--- config.mk ---
export PLATFORM = sky130hd
export DESIGN_NAME = tcfr_ctrl
export DESIGN_NICKNAME = d
export VERILOG_FILES = /design/src/hdl/tcfr_pkg.sv /design/src/hdl/tcfr_ctrl.sv
export SDC_FILE = /design/constraint.sdc
export NUM_CORES = 1
export LEC_CHECK = 0
export BUFFER_PORTS_ARGS = -buffer_cell sky130_fd_sc_hd__buf_4
export CORE_AREA = 2 2 39 41
export CTS_BUF_LIST = sky130_fd_sc_hd__clkbuf_8
export CTS_CLUSTER_DIAMETER = 30
export CTS_CLUSTER_SIZE = 16
export DETAILED_ROUTE_END_ITERATION = 16
export DIE_AREA = 0 0 41 43
export PLACE_DENSITY = 0.74
export REMOVE_ABC_BUFFERS = 1
export SYNTH_ARGS = -nofsm -noshare
export SYNTH_HDL_FRONTEND = slang
export SYNTH_SLANG_ARGS = --single-unit
--- constraint.sdc ---
create_clock -name clk -period 1.3 [get_ports clk]
set_input_delay 0.065 -clock clk [delete_from_list [all_inputs] [get_ports clk]]
set_output_delay 0.065 -clock clk [all_outputs]
set_load 0.03 [all_outputs]
--- src/hdl/tcfr_pkg.sv ---
// Shared types, codes and the 6x8 font table of the text cell frame renderer.
// Used by every module of the block but tcfr_ram; depends on nothing.
`timescale 1ns / 1ps
package tcfr_pkg;

  localparam int GLYPH_WIDTH = 6;
  localparam int GLYPH_COUNT = 96;
  localparam logic [7:0] FIRST_CODE = 8'h20;

  typedef enum logic [1:0] {
    ACT_DRAW   = 2'd0,
    ACT_INVERT = 2'd1,
    ACT_CLEAR  = 2'd2,
    ACT_READ   = 2'd3
  } action_t;

  typedef enum logic [1:0] {
    STAT_OK       = 2'd0,
    STAT_BAD_POS  = 2'd1,
    STAT_BAD_CODE = 2'd2
  } status_t;

  typedef struct packed {
    logic [1:0] action;
    logic [2:0] row;
    logic [3:0] cell_req;
    logic [7:0] char_code;
    logic       inverse;
    logic [8:0] read_address;
  } tcfr_in_t;

  typedef struct packed {
    logic [7:0] read_data;
    logic [1:0] status;
  } tcfr_out_t;

  typedef enum logic [3:0] {
    ST_INIT,
    ST_IDLE,
    ST_DRAW,
    ST_INV_FIRST,
    ST_INV_RUN,
    ST_INV_LAST,
    ST_CLEAR,
    ST_RD_ADDR,
    ST_RESP
  } state_t;

  typedef enum logic [1:0] {
    WR_ZERO,
    WR_GLYPH,
    WR_INV
  } wr_sel_t;

  typedef enum logic {
    RD_INV,
    RD_REQ
  } rd_sel_t;

  typedef struct packed {
    logic    load_req;
    logic    cnt_clr;
    logic    cnt_inc;
    logic    wr_en;
    wr_sel_t wr_sel;
    logic    rd_en;
    rd_sel_t rd_sel;
    logic    load_out;
  } tcfr_cmd_t;

  typedef struct packed {
    action_t act;
    status_t chk;
    logic    draw_last;
    logic    row_last;
    logic    store_last;
  } tcfr_sts_t;

  // Glyph bytes in column order, leftmost column in the top byte.
  localparam logic [8*GLYPH_WIDTH-1:0] FONT_ROM [GLYPH_COUNT] = '{
    48'h000000000000, 48'h00005f000000, 48'h000700070000, 48'h147f147f1400,
    48'h242a7f2a1200, 48'h231308646200, 48'h364955225000, 48'h000503000000,
    48'h001c22410000, 48'h0041221c0000, 48'h14083e081400, 48'h08083e080800,
    48'h005030000000, 48'h080808080800, 48'h006060000000, 48'h201008040200,
    48'h3e5149453e00, 48'h00427f400000, 48'h426151494600, 48'h2141454b3100,
    48'h1814127f1000, 48'h274545453900, 48'h3c4a49493000, 48'h017109050300,
    48'h364949493600, 48'h064949291e00, 48'h003636000000, 48'h005636000000,
    48'h081422410000, 48'h141414141400, 48'h004122140800, 48'h020151090600,
    48'h324979413e00, 48'h7e1111117e00, 48'h7f4949493600, 48'h3e4141412200,
    48'h7f4141221c00, 48'h7f4949494100, 48'h7f0909090100, 48'h3e4149497a00,
    48'h7f0808087f00, 48'h00417f410000, 48'h2040413f0100, 48'h7f0814224100,
    48'h7f4040404000, 48'h7f020c027f00, 48'h7f0408107f00, 48'h3e4141413e00,
    48'h7f0909090600, 48'h3e4151215e00, 48'h7f0919294600, 48'h464949493100,
    48'h01017f010100, 48'h3f4040403f00, 48'h1f2040201f00, 48'h3f4038403f00,
    48'h631408146300, 48'h070870080700, 48'h615149454300, 48'h007f41410000,
    48'h020408102000, 48'h0041417f0000, 48'h040201020400, 48'h404040404000,
    48'h000102040000, 48'h205454547800, 48'h7f4844443800, 48'h384444442000,
    48'h384444487f00, 48'h385454541800, 48'h087e09010200, 48'h0c5252523e00,
    48'h7f0804047800, 48'h00447d400000, 48'h2040443d0000, 48'h7f1028440000,
    48'h00417f400000, 48'h7c0418047800, 48'h7c0804047800, 48'h384444443800,
    48'h7c1414140800, 48'h081414187c00, 48'h7c0804040800, 48'h485454542000,
    48'h043f44402000, 48'h3c4040207c00, 48'h1c2040201c00, 48'h3c4030403c00,
    48'h442810284400, 48'h0c5050503c00, 48'h4464544c4400, 48'h000836410000,
    48'h00007f000000, 48'h004136080000, 48'h100808100800, 48'h784641467800
  };

endpackage

--- src/hdl/tcfr_ctrl.sv ---
// Controller of the text cell frame renderer: request sequencing and result handshake.
// Depends on tcfr_pkg.
`timescale 1ns / 1ps
module tcfr_ctrl (
  input  logic               clk,
  input  logic               rst_n,
  input  logic               in_valid,
  output logic               in_ready,
  output logic               out_valid,
  input  logic               out_ready,
  input  tcfr_pkg::tcfr_sts_t sts,
  output tcfr_pkg::tcfr_cmd_t cmd
);
  import tcfr_pkg::*;

  state_t state_r, state_nxt;
  logic   out_valid_r, out_valid_nxt;

  always_ff @(posedge clk) begin
    if (!rst_n) begin
      state_r     <= ST_INIT;
      out_valid_r <= 1'b0;
    end else begin
      state_r     <= state_nxt;
      out_valid_r <= out_valid_nxt;
    end
  end

  always_comb begin
    state_nxt     = state_r;
    out_valid_nxt = out_valid_r & ~out_ready;
    cmd           = '0;
    cmd.wr_sel    = WR_ZERO;
    cmd.rd_sel    = RD_INV;
    in_ready      = 1'b0;
    case (state_r)
      ST_INIT: begin
        cmd.wr_en   = 1'b1;
        cmd.wr_sel  = WR_ZERO;
        cmd.cnt_inc = 1'b1;
        if (sts.store_last) begin
          cmd.cnt_clr = 1'b1;
          state_nxt   = ST_IDLE;
        end
      end
      ST_IDLE: begin
        in_ready = 1'b1;
        if (in_valid) begin
          cmd.load_req = 1'b1;
          cmd.cnt_clr  = 1'b1;
          case (sts.act)
            ACT_DRAW:   state_nxt = (sts.chk == STAT_OK) ? ST_DRAW : ST_RESP;
            ACT_INVERT: state_nxt = (sts.chk == STAT_OK) ? ST_INV_FIRST : ST_RESP;
            ACT_CLEAR:  state_nxt = ST_CLEAR;
            ACT_READ:   state_nxt = (sts.chk == STAT_OK) ? ST_RD_ADDR : ST_RESP;
            default:    state_nxt = ST_RESP;
          endcase
        end
      end
      ST_DRAW: begin
        cmd.wr_en   = 1'b1;
        cmd.wr_sel  = WR_GLYPH;
        cmd.cnt_inc = 1'b1;
        if (sts.draw_last) begin
          state_nxt = ST_RESP;
        end
      end
      ST_INV_FIRST: begin
        cmd.rd_en   = 1'b1;
        cmd.rd_sel  = RD_INV;
        cmd.cnt_inc = 1'b1;
        state_nxt   = ST_INV_RUN;
      end
      ST_INV_RUN: begin
        cmd.rd_en   = 1'b1;
        cmd.rd_sel  = RD_INV;
        cmd.wr_en   = 1'b1;
        cmd.wr_sel  = WR_INV;
        cmd.cnt_inc = 1'b1;
        if (sts.row_last) begin
          state_nxt = ST_INV_LAST;
        end
      end
      ST_INV_LAST: begin
        cmd.wr_en  = 1'b1;
        cmd.wr_sel = WR_INV;
        state_nxt  = ST_RESP;
      end
      ST_CLEAR: begin
        cmd.wr_en   = 1'b1;
        cmd.wr_sel  = WR_ZERO;
        cmd.cnt_inc = 1'b1;
        if (sts.store_last) begin
          state_nxt = ST_RESP;
        end
      end
      ST_RD_ADDR: begin
        cmd.rd_en  = 1'b1;
        cmd.rd_sel = RD_REQ;
        state_nxt  = ST_RESP;
      end
      ST_RESP: begin
        if (!out_valid_r || out_ready) begin
          cmd.load_out  = 1'b1;
          out_valid_nxt = 1'b1;
          state_nxt     = ST_IDLE;
        end
      end
      default: begin
        state_nxt = ST_IDLE;
      end
    endcase
  end

  assign out_valid = out_valid_r;

endmodule

==> results.txt, run 1 <==
The run finished, with violations left. The checks that failed: negative setup slack. The slack of the worst reg-to-reg path came out at -40 ps.

Across the run, the number of max-cap violations was 0. VDD sags by at most 0.656 mV. The required time of the worst setup path is 1240 ps.

The row count came out at 14. Dividing the detail-routed via count by the number of cells gives 5.38. Counting along the longest clock path gives a buffer depth of 2. The register clock-pin slew on the reported worst setup and hold paths is 40 ps. The minimum clock period after layout is 1380 ps.

The violation count after the first detailed-routing iteration came out at 5. The area fraction of the dominant cell type after synthesis came out at 0.190. Of all cell types, the one taking the most synthesized area is sky130_fd_sc_hd__dfxtp_1. The sequential share of the synthesized area is 0.190. The number of buffers inserted by hold repair at cts came out at 0.

The initial standard-cell utilization of the core came out at 0.382. The type of the setup path with the least slack is register to primary output. The clock insertion delay at the later pin of the skew report came out at 220 ps. Measured along the x axis, the die boundary spans 41 µm.

For this run, design rule violations remaining after detail routing come to 0. The hold violation count in the final report came to 0. Sorting the synthesized cells by area gives the leading types as sky130_fd_sc_hd__dfxtp_1 (19%), sky130_fd_sc_hd__o311ai_4 (5.0%), sky130_fd_sc_hd__nand2b_1 (4.7%), sky130_fd_sc_hd__nor4b_4 (4.5%), sky130_fd_sc_hd__buf_6 (4.3%). After the last flow step, the layout net total stands at 115.

The count of unique library cells instantiated by Yosys came out at 32. The pin count of the biggest net entering global routing is 9. For this run, the total global-route usage over all layers was measured as 0.222. Global routing finished with a remaining overflow of 0.

The congestion estimate from routability-driven global placement came to 0.803. The clock skew came out at 2.47 ps. The critical path data arrival time is 1310 ps. The number of enable flip-flop cells after synthesis is 0. The main flop type after synthesis is sky130_fd_sc_hd__dfxtp_1.

The number of buffers added on ports is 21. The total half-perimeter wirelength after legalization and detailed placement is 1140 µm. The placeable core region came out at 0.00138 mm².

The total wire length after detailed routing came out at 1740 µm. In the synthesized netlist the async set-or-reset flop fraction comes to 0. Setup violations remaining at the end of the flow were counted as 4. In the final layout, the share of cells above drive strength 1 is 0.699. The total design power is 1.28 mW. The wire length of the first global-routing pass came out at 2740 µm. For this design the ratio of total power to cell area is 1270 mW/mm². The highest attainable clock frequency is 725 MHz. The total via count after detailed routing is 640.

The tree built by TritonCTS fans out to 5 sinks. The pre-antenna-repair detailed-routing pass consisted of 4 iterations. The post-layout worst setup margin is -79.5 ps. The die area came out at 0.00176 mm². The slew of the pin with the lowest slew margin is 325 ps. The mapped netlist covers 528 µm². The worst register-to-register path begins at state_r[0]. The source of the critical timing path is state_r[2].

The cell count after synthesis came out at 61. The final cycle utilization of the critical path is 1.06. The root buffer cell chosen for the clock tree is sky130_fd_sc_hd__clkbuf_8.

The average instance in the mapped netlist occupies 8.66 µm². The number of global-route vias before repair came out at 686. The synthesis warning total is 0. The worst setup path is captured at a primary output. The final sum of negative setup slack came out at -151 ps. The leakage power is 0.461 nW. The relative slew slack is 0.783. The flip-flop and latch count after synthesis is 5. TritonCTS built the clock tree. CTS built an H-tree with a depth of 1. In this run the worst hold path is classified as input pin to register.

The top-level I/O count is 22. Dividing the detail-routed wire length by the instance count gives 14.6 µm. The initial antenna violation count is 0. Buffers inserted during clock tree synthesis total 3. The max-slew violation count came out at 0. The chip height is 43 µm. The number of antenna diodes in the final layout is 0. The remaining antenna violation count after routing came out at 0. The area added between synthesis and finish is 91.0%.

The worst setup path is launched from a register. In this run the worst path has a maximum fanout of 7. Setup repair after global routing could not meet its margin everywhere. The worst hold path begins at rst_n.
==> final timing paths <==
path,end,depth (start not counted)
max,cmd[0],4
min,state_r[0],3
max reg2reg,state_r[2],4
min reg2reg,state_r[0],2
==> state kept, by name (all words and copies together) (netlist names) <==
register	count
state_r	4
out_valid	1
==> per-stage QoR <==
stage | setup WS [ps] | hold WS (ps) | instance area (µm²) | std cells | util
2_1_floorplan | -603 | 195 | 484 | 57 | -
3_3_place_gp | -38.3 | 331 | 767 | 108 | 0.554
3_5_place_dp | -123 | 368 | 767 | 108 | 0.554
4_1_cts | -99.0 | 126 | 908 | 115 | 0.656
5_1_grt | -132 | 109 | 1010 | 119 | 0.729
6_report | -79.5 | 105 | 1010 | 119 | 0.729
==> per-layer routing <==
metal  vias up  share of wire  GRT usage
li1        306              -          -
met1       304           0.38      0.252
met2        24           0.54      0.372
met3         6          0.044     0.0209
met4         0          0.037      0.133
met5         -              0          0
==> cell usage in the layout (no fill, tap or decap), types with 2 or more instances in the layout <==
cell / synthesis / routed
sky130_fd_sc_hd__buf_6: 2 / 12
sky130_fd_sc_hd__nand2b_1: 4 / 2
sky130_fd_sc_hd__and2b_2: 2 / 2
sky130_fd_sc_hd__inv_1: 2 / 3
sky130_fd_sc_hd__nor3_1: 3 / 2
sky130_fd_sc_hd__a21oi_2: 0 / 2
sky130_fd_sc_hd__nand2_1: 3 / 3
sky130_fd_sc_hd__dfxtp_4: 0 / 4
sky130_fd_sc_hd__a21oi_1: 4 / 2
sky130_fd_sc_hd__o21ai_1: 0 / 2
sky130_fd_sc_hd__nand2b_4: 0 / 2
sky130_fd_sc_hd__buf_4: 1 / 30
sky130_fd_sc_hd__nor3b_2: 0 / 2
sky130_fd_sc_hd__mux2i_1: 2 / 2
sky130_fd_sc_hd__clkbuf_8: 1 / 3
sky130_fd_sc_hd__nor2_1: 6 / 5
==> what timing repair did <==
action / CTS / global route
endpoints found under the setup margin: 13 / 11
setup buffers: 4 / 5
cloned: 0 / 0
pin swaps: 5 / 5
resized for setup: 21 / 19
==> cell type report <==
type                    count  area [µm²]
flip-flops and latches      5         115
multi-input cells          50         460
repair buffers             42         360
clock buffers               3        41.3
inverters                   2        7.51
fillers                   114         375
clock inverters             1        3.75
well taps                  16        20.0
==> where the power goes <==
part           internal (mW)  switching, mW  total, mW
Sequential             0.180         0.0428      0.223
Combinational          0.401          0.371      0.772
Clock                  0.203         0.0825      0.286
==> worst max-delay path, stage by stage, from the launching register on <==
cell                      delay (ps)
sky130_fd_sc_hd__dfxtp_4         360
sky130_fd_sc_hd__buf_6           130
sky130_fd_sc_hd__nor4b_4         270
sky130_fd_sc_hd__nor2b_4         190
sky130_fd_sc_hd__buf_6           130
==> cells by family (layout without fill, tap and decap cells) <==
logic type | after synthesis | in the layout | share of synthesized area
simple gates | 34 | 34 | 0.434
flops | 5 | 5 | 0.190
buf+inv | 6 | 48 | 0.0972
mux | 3 | 3 | 0.0592
compound gates | 13 | 13 | 0.220
==> cell usage after synthesis (all sizes together), types with 2 or more instances <==
cell and n:
a21oi 4, and2b 3, buf 3, dfxtp 5, inv 2, mux2i 2, nand2 3, nand2b 4
nand3 2, nor2 6, nor2b 2, nor3 3, nor3b 2, nor4 2, nor4b 2, o21ai 3
(Power assumes the default switching activity.)
==> run 2: changes to the inputs <==
Settings changed: ABC_AREA set to 1, PLACE_DENSITY 0.74 to 0.7.
==> results.txt, run 2 <==
The area fraction of the dominant cell type after synthesis came to 0.208 (was 0.190). The minimum clock period after layout came out at 1300 ps (was 1380 ps). The clock insertion delay at the later pin of the skew report came out at 220 ps (about the same).

The number of enable flip-flop cells after synthesis came out at 0 (unchanged). The number of design rule violations left after detail routing came out at 0 (unchanged). Largest cells by area after synthesis: sky130_fd_sc_hd__dfxtp_1 (21%), sky130_fd_sc_hd__nand3_1 (12%), sky130_fd_sc_hd__nor2_1 (10%), sky130_fd_sc_hd__inv_1 (9.4%), sky130_fd_sc_hd__nand2_1 (7.8%) (was sky130_fd_sc_hd__dfxtp_1 (19%), sky130_fd_sc_hd__o311ai_4 (5.0%), sky130_fd_sc_hd__nand2b_1 (4.7%), sky130_fd_sc_hd__nor4b_4 (4.5%), sky130_fd_sc_hd__buf_6 (4.3%)).

The origin of the critical flop-to-flop path is state_r[0] (unchanged). The summed area of non-filler cells in the final layout is 786 µm² (was 0.00101 mm²). The count of unique library cells instantiated by Yosys was 17 (was 32). The area taken by flip-flops and latches came out at 115 µm² (unchanged). The maximum ir drop on the vdd rail came out at 1.24 mV (was 0.656 mV). The total half-perimeter wirelength after legalization and detailed placement is 938 µm (was 1140 µm). The post-synthesis cell count came out at 81 (was 61). The most common cell in the netlist was sky130_fd_sc_hd__nor2_1 (unchanged). The relative slew slack came out at 0.843 (was 0.783).

The top-level I/O count came out at 22 (unchanged). The number of iterations in the first detailed-routing pass is 4 (unchanged). The endpoint of the worst register-to-register path is state_r[2] (unchanged). The number of buffers inserted during clock tree synthesis came out at 3 (unchanged). The largest register by flop count is state_r (unchanged). The mean cell area of the mapped netlist came to 5.95 µm² (was 8.66 µm²).

The endpoint of the worst setup timing path is cmd[2] (was cmd[0]). The instance area at placement came out at 671 µm² (was 767 µm²). The layout filler cell count is 130 (was 114). The slew of the pin with the lowest slew margin is 233 ps (was 325 ps). The most common library cell in the layout ignoring fill and taps is sky130_fd_sc_hd__buf_4 (unchanged).

The weighted congestion at the end of routability-driven global placement is 0.925 (was 0.803). The total global routing track utilization is 0.179 (was 0.222). The proportion of layout cells with a drive suffix above 1 is 0.518 (was 0.699). The area occupied by multi-input gates came out at 333 µm² (was 460 µm²). The sequential share of the synthesized area came out at 0.208 (was 0.190).

The total wire length after detailed routing is 1310 µm (was 1740 µm). The clock tree from TritonCTS is yes (unchanged). The number of diodes added for antenna fixing is 0 (unchanged). The remaining antenna violation count after routing came to 0 (unchanged).

The main flop type after synthesis was sky130_fd_sc_hd__dfxtp_1 (unchanged). The final sum of negative setup slack is -4.26 ps (was -151 ps). The row count came out at 14 (unchanged). The wire length of the first global-routing pass was 2180 µm (was 2740 µm). The type of the most critical hold path is input pin to register (unchanged). The horizontal die dimension came out at 41 µm (unchanged). The reported max-cap violation count came out at 0 (unchanged). Status: finished with violations (unchanged). The hold violation count in the final report came out at 0 (unchanged).

The maximum number of buffers from clock root to sink is 2 (unchanged). RSZ-0062 raised after global routing: true (unchanged). The final global-route overflow total came out at 0 (unchanged). The final cell utilization of the core came out at 0.568 (was 0.729). The die area was 0.00176 mm² (unchanged). The violation count after the first detailed-routing iteration came out at 10 (was 5). The number of buffers added on ports is 21 (unchanged).

The flip-flop count of the largest register after layout came out at 4 (unchanged). The library cell occupying the most area in the post-synthesis netlist is sky130_fd_sc_hd__dfxtp_1 (unchanged). The number of global-route vias before repair came to 548 (was 686).

The clock skew is 2.75 ps (was 2.47 ps). The launching element type of the critical path is a register (unchanged). Commonest non-fill, non-tap cells in the layout: sky130_fd_sc_hd__buf_4 (28), sky130_fd_sc_hd__inv_1 (12), sky130_fd_sc_hd__nand3_1 (12), sky130_fd_sc_hd__nand2_1 (9), sky130_fd_sc_hd__nor2_1 (9) (was sky130_fd_sc_hd__buf_4 (30), sky130_fd_sc_hd__buf_6 (12), sky130_fd_sc_hd__nor2_1 (5), sky130_fd_sc_hd__dfxtp_4 (4)). The initial standard-cell utilization of the core came out at 0.348 (was 0.382). The type of element capturing the critical path is a primary output (unchanged). The final cycle utilization of the critical path came to 1.00 (was 1.06). The fraction of registers with async set/reset was 0 (unchanged). Post-synth top cells: sky130_fd_sc_hd__nor2_1 (13), sky130_fd_sc_hd__inv_1 (12), sky130_fd_sc_hd__nand3_1 (12) (was sky130_fd_sc_hd__nor2_1 (6), sky130_fd_sc_hd__dfxtp_1 (5), sky130_fd_sc_hd__a21oi_1 (4), sky130_fd_sc_hd__nand2b_1 (4)). The final worst hold slack came to 119 ps (was 105 ps).

The cell at the root of the clock tree is sky130_fd_sc_hd__clkbuf_8 (unchanged). The initial antenna violation count came to 0 (unchanged). The cell area after synthesis is 482 µm² (was 528 µm²). The synthesis warning total is 0 (unchanged). The source of the critical timing path is state_r[0] (was state_r[2]).

The area added between synthesis and finish is 63.1% (was 91.0%). The placeable core region came out at 0.00138 mm² (unchanged). The number of levels in the clock H-tree came out at 1 (unchanged). The leakage power was 0.406 nW (was 0.461 nW). The max-slew violation count came to 0 (unchanged).

The required time of the worst setup path is 1240 ps (about the same). The power density over cell area is 2810 mW/mm² (was 1270 mW/mm²). The critical path data arrival time is 1240 ps (was 1310 ps). The via density per instance is 4.66 (was 5.38). The pin count of the biggest net entering global routing is 10 (was 9).

Failing checks: negative setup slack (unchanged). The type of the setup path with the least slack was register to primary output (unchanged). The total number of nets in the final design came out at 124 (was 115). The post-layout worst setup margin is -4.26 ps (was -79.5 ps). The total via count after detailed routing came to 596 (was 640). The depth of the worst register-to-register path is 8 (was 4).

The register clock-pin slew on the reported worst setup and hold paths is 30 ps (was 40 ps). The average wire per standard cell is 10.2 µm (was 14.6 µm). The number of setup violations in the final report came to 1 (was 4). The slack of the worst reg-to-reg path is 70 ps (was -40 ps). The chip height came out at 43 µm (unchanged).

The highest attainable clock frequency came out at 767 MHz (was 725 MHz). The flip-flop and latch count after synthesis is 5 (unchanged). The worst-path maximum fanout is 7 (unchanged). The TritonCTS sink count is 5 (unchanged).
## run 2: cell count changes in the layout (fill, tap and decap cells not counted), moves of 3 or more
cell,change
sky130_fd_sc_hd__nand3_1,+11
sky130_fd_sc_hd__nor2_1,+4
sky130_fd_sc_hd__nor2_4,+4
sky130_fd_sc_hd__inv_1,+9
sky130_fd_sc_hd__nand2_1,+6
sky130_fd_sc_hd__buf_6,-12
sky130_fd_sc_hd__nand2_2,+6
sky130_fd_sc_hd__nor2_2,+3
sky130_fd_sc_hd__o21ai_0,+3
sky130_fd_sc_hd__inv_2,+4
## run 2: metrics by stage
step | instances | total power [mW] | setup WS (ps)
finish | 128 | 2.21 | -4.26
detailed placement | 120 | 1.72 | -47.1
global placement | 120 | 1.71 | -34.6
global route | 128 | 2.36 | -45.0
floorplan | 80 | 1.30 | -165
CTS | 125 | 2.11 | 11.3
## run 2: cell type report
cell class / count / share of cell area
clock buffer: 3 / 0.0525
clock inverter: 1 / 0.00478
inverter: 16 / 0.0796
multi-input combinational: 59 / 0.424
sequential: 5 / 0.146
tap: 16 / 0.0255
timing repair buffer: 28 / 0.268
## run 2: where the power goes
group	total (mW)	switching, mW	internal [mW]
combinational	1.57	0.942	0.625
clock	0.282	0.0794	0.203
sequential	0.360	0.115	0.245
total	2.21	1.14	1.07
## run 2: how the worst min path moves through the flow
stage	to	from	cells after the start
after floorplan	out_valid	out_ready	3
after global placement	out_valid	out_ready	4
after detailed placement	out_valid	out_ready	4
after CTS	out_valid	out_ready	4
after global routing	out_valid	out_ready	4
final	out_valid	out_ready	4
## run 2: worst max-delay path, cell delays in order, from the launching register on
cell,delay (ps)
sky130_fd_sc_hd__dfxtp_4,360
sky130_fd_sc_hd__nor2_4,200
sky130_fd_sc_hd__inv_2,50
sky130_fd_sc_hd__nor2_2,110
sky130_fd_sc_hd__nor2_2,50
sky130_fd_sc_hd__o21ai_1,70
sky130_fd_sc_hd__buf_4,170
## run 2: layer usage
metal	GRT usage	vias up	part of all wire	wire (µm)
met4	0.0600	0	0.0069	9
met1	0.216	257	0.44	582
met5	0	-	0	0
li1	-	319	-	-
met3	0.0314	2	0.035	46
met2	0.300	18	0.51	671
## run 2: timing repair
action / 4_1_cts / 5_1_grt
endpoints found under the setup margin: 8 / 4
gates resized for setup: 10 / 8
pin swaps: 2 / 6
setup buffers: 1 / 3
hold buffers: 0 / 0
## run 2: logic make-up after synthesis
logic type / share of synthesized area
flops: 0.208
simple gates: 0.499
buf+inv: 0.148
compound gates: 0.145
==> run 3: changes to the inputs <==
==> constraint.sdc (replaced) <==
create_clock -name clk -period 1.3 [get_ports clk]
set_input_delay 0.065 -clock clk [delete_from_list [all_inputs] [get_ports clk]]
set_output_delay 0.065 -clock clk [all_outputs]
set_load 0.02 [all_outputs]
==> results.txt, run 3 (synthesis gave the netlist of run 2 again) <==
The area added between synthesis and finish came out at 63.9% (was 63.1%). The depth of the worst register-to-register path came out at 8 (unchanged). The die area is 0.00176 mm² (unchanged). The worst-path maximum fanout came out at 5 (was 7). The number of buffers added on ports came out at 21 (unchanged). The weighted congestion at the end of routability-driven global placement is 0.867 (was 0.925). Status: complete, no violations (was finished with violations). The number of design rule violations left after detail routing came out at 0 (unchanged).

The post-placement worst setup slack came to -23.8 ps (was -47.1 ps). The register clock-pin slew on the reported worst setup and hold paths is 30 ps (about the same). The origin of the critical flop-to-flop path is state_r[0] (unchanged). The maximum number of buffers from clock root to sink is 2 (unchanged). Cell Chain, Critical Path: nor2_4 -> nand3_2 -> nor2_4 -> a31o_2 -> buf_4 (was nor2_4 -> inv_2 -> nor2_2 -> nor2_2 -> o21ai_1 -> buf_4). The type of the most critical hold path is input pin to register (unchanged). The clock tree from TritonCTS is yes (unchanged). The largest register by flop count was state_r (unchanged). The final cell utilization of the core was 0.571 (was 0.568). The final global-route overflow total came out at 0 (unchanged). The minimum clock period after layout is 1290 ps (was 1300 ps). The critical path data arrival time came out at 1230 ps (was 1240 ps).

The initial standard-cell utilization of the core came to 0.348 (unchanged). The slack of the worst reg-to-reg path came out at 50 ps (was 70 ps). The total global routing track utilization is 0.163 (was 0.179). The number of diodes added for antenna fixing came to 0 (unchanged). The proportion of layout cells with a drive suffix above 1 is 0.509 (was 0.518). RSZ-0062 raised after global routing: true (unchanged). The final worst hold slack is 138 ps (was 119 ps). The critical path depth in cells is 5 (was 6).

The cell at the root of the clock tree is sky130_fd_sc_hd__clkbuf_8 (unchanged). The endpoint of the worst setup timing path is cmd[7] (was cmd[2]). The relative slew slack was 0.834 (was 0.843). The clock insertion delay at the later pin of the skew report is 230 ps (was 220 ps). The count of buffer and inverter cells on the critical path came out at 1 (was 2).

The endpoint of the worst register-to-register path is state_r[1] (was state_r[2]). The total half-perimeter wirelength after legalization and detailed placement is 936 µm (was 938 µm). The total design power is 2.13 mW (was 2.21 mW). The most prevalent standard cell on the critical path was sky130_fd_sc_hd__nor2_4 (was sky130_fd_sc_hd__nor2_2). The violation count after the first detailed-routing iteration is 12 (was 10). The source of the critical timing path is state_r[2] (was state_r[0]). The final cycle utilization of the critical path came out at 0.995 (was 1.00).

The type of element capturing the critical path was a primary output (unchanged). The pin count of the biggest net entering global routing is 10 (unchanged). The reported max-cap violation count came out at 0 (unchanged). The horizontal die dimension came out at 41 µm (unchanged). The number of buffers inserted during clock tree synthesis is 3 (unchanged). The highest attainable clock frequency came to 773 MHz (was 767 MHz). The cell at the slowest stage of the critical path is sky130_fd_sc_hd__dfxtp_4 (unchanged). The number of iterations in the first detailed-routing pass is 4 (unchanged).

The number of setup violations in the final report is 0 (was 1). The most common library cell in the layout ignoring fill and taps is sky130_fd_sc_hd__buf_4 (unchanged). The row count was 14 (unchanged). The leakage power came out at 0.406 nW (about the same).

The initial antenna violation count came out at 0 (unchanged). The number of global-route vias before repair is 524 (was 548). The largest stage delay on the critical path is 360 ps (about the same).

The chip height came out at 43 µm (unchanged). The post-layout worst setup margin is 6.31 ps (was -4.26 ps). The remaining antenna violation count after routing is 0 (unchanged). The flip-flop count of the largest register after layout came out at 4 (unchanged). The placeable core region is 0.00138 mm² (unchanged).

The family with the most delay on the worst path is simple AND/OR/NAND/NOR gates (was flip-flops). The wire length of the first global-routing pass came to 1970 µm (was 2180 µm). The total via count after detailed routing is 647 (was 596). The max-slew violation count is 0 (unchanged). The type of the setup path with the least slack is register to primary output (unchanged). The hold violation count in the final report was 0 (unchanged). The average wire per standard cell came out at 10.1 µm (was 10.2 µm). The required time of the worst setup path is 1240 ps (about the same). The number of levels in the clock H-tree is 1 (unchanged). The TritonCTS sink count came out at 5 (unchanged). The total number of nets in the final design came out at 124 (unchanged).

The clock skew came out at 1.48 ps (was 2.75 ps). The launching element type of the critical path is a register (unchanged). The via density per instance is 5.05 (was 4.66). The slew of the pin with the lowest slew margin is 247 ps (was 233 ps). The total wire length after detailed routing came out at 1300 µm (was 1310 µm). The top-level I/O count came out at 22 (unchanged). Commonest non-fill, non-tap cells in the layout: sky130_fd_sc_hd__buf_4 (28), sky130_fd_sc_hd__inv_1 (12), sky130_fd_sc_hd__nor2_1 (11), sky130_fd_sc_hd__nand3_1 (11), sky130_fd_sc_hd__nand2_1 (10) (was sky130_fd_sc_hd__buf_4 (28), sky130_fd_sc_hd__inv_1 (12), sky130_fd_sc_hd__nand3_1 (12), sky130_fd_sc_hd__nand2_1 (9), sky130_fd_sc_hd__nor2_1 (9)). The maximum ir drop on the vdd rail came out at 1.15 mV (was 1.24 mV). The power density over cell area came out at 2700 mW/mm² (was 2810 mW/mm²).
-- run 3: cell counts in the layout (fill, tap and decap cells not counted) --
No cell type changed its count.
-- run 3: report_power, final --
group / switching, mW / total, mW / internal (mW)
logic: 0.843 / 1.49 / 0.644
clock network: 0.0846 / 0.288 / 0.203
registers: 0.118 / 0.359 / 0.241
total: 1.05 / 2.13 / 1.09
-- run 3: worst min-delay path, stage by stage --
cell and delay (ps):
sky130_fd_sc_hd__buf_4 70, sky130_fd_sc_hd__nor2_1 50, sky130_fd_sc_hd__inv_1 60, sky130_fd_sc_hd__a21oi_1 60
-- run 3: worst min-delay path by stage --
stage	from	to	slack, ps	cells past startpoint
final	out_ready	out_valid	140	4
after global routing	rst_n	state_r[1]	180	3
after CTS	out_ready	out_valid	120	4
after detailed placement	out_ready	out_valid	350	4
after global placement	out_ready	out_valid	350	4
after floorplan	out_ready	out_valid	250	3
-- run 3: timing repair --
action                                  4_1_cts  5_1_grt
gates resized for setup                       8        9
buffers inserted                              1        3
endpoints found under the setup margin        5        6
pin swaps                                     1        5
hold buffers                                  0        0
-- run 3: area by class of cell --
class	instances	area [µm²]
fill	135	594
multi-input combinational	59	339
timing repair buffer	28	210
sequential	5	113
inverter	16	62.6
clock buffer	3	41.3
tap	16	20.0
clock inverter	1	3.75
-- run 3: metal layers --
metal	track usage	share of wire
met1	0.208	0.40
met4	0.0800	0.019
met2	0.250	0.51
met5	0	0
met3	0.0314	0.069
-- run 3: through the flow --
stage               TNS (ps)  area [µm²]  std cells
finish                     0         790        128
global route            -234         790        128
CTS                        0         741        125
detailed placement     -23.8         671        120
global placement           0         671        120
floorplan                  0         470         80
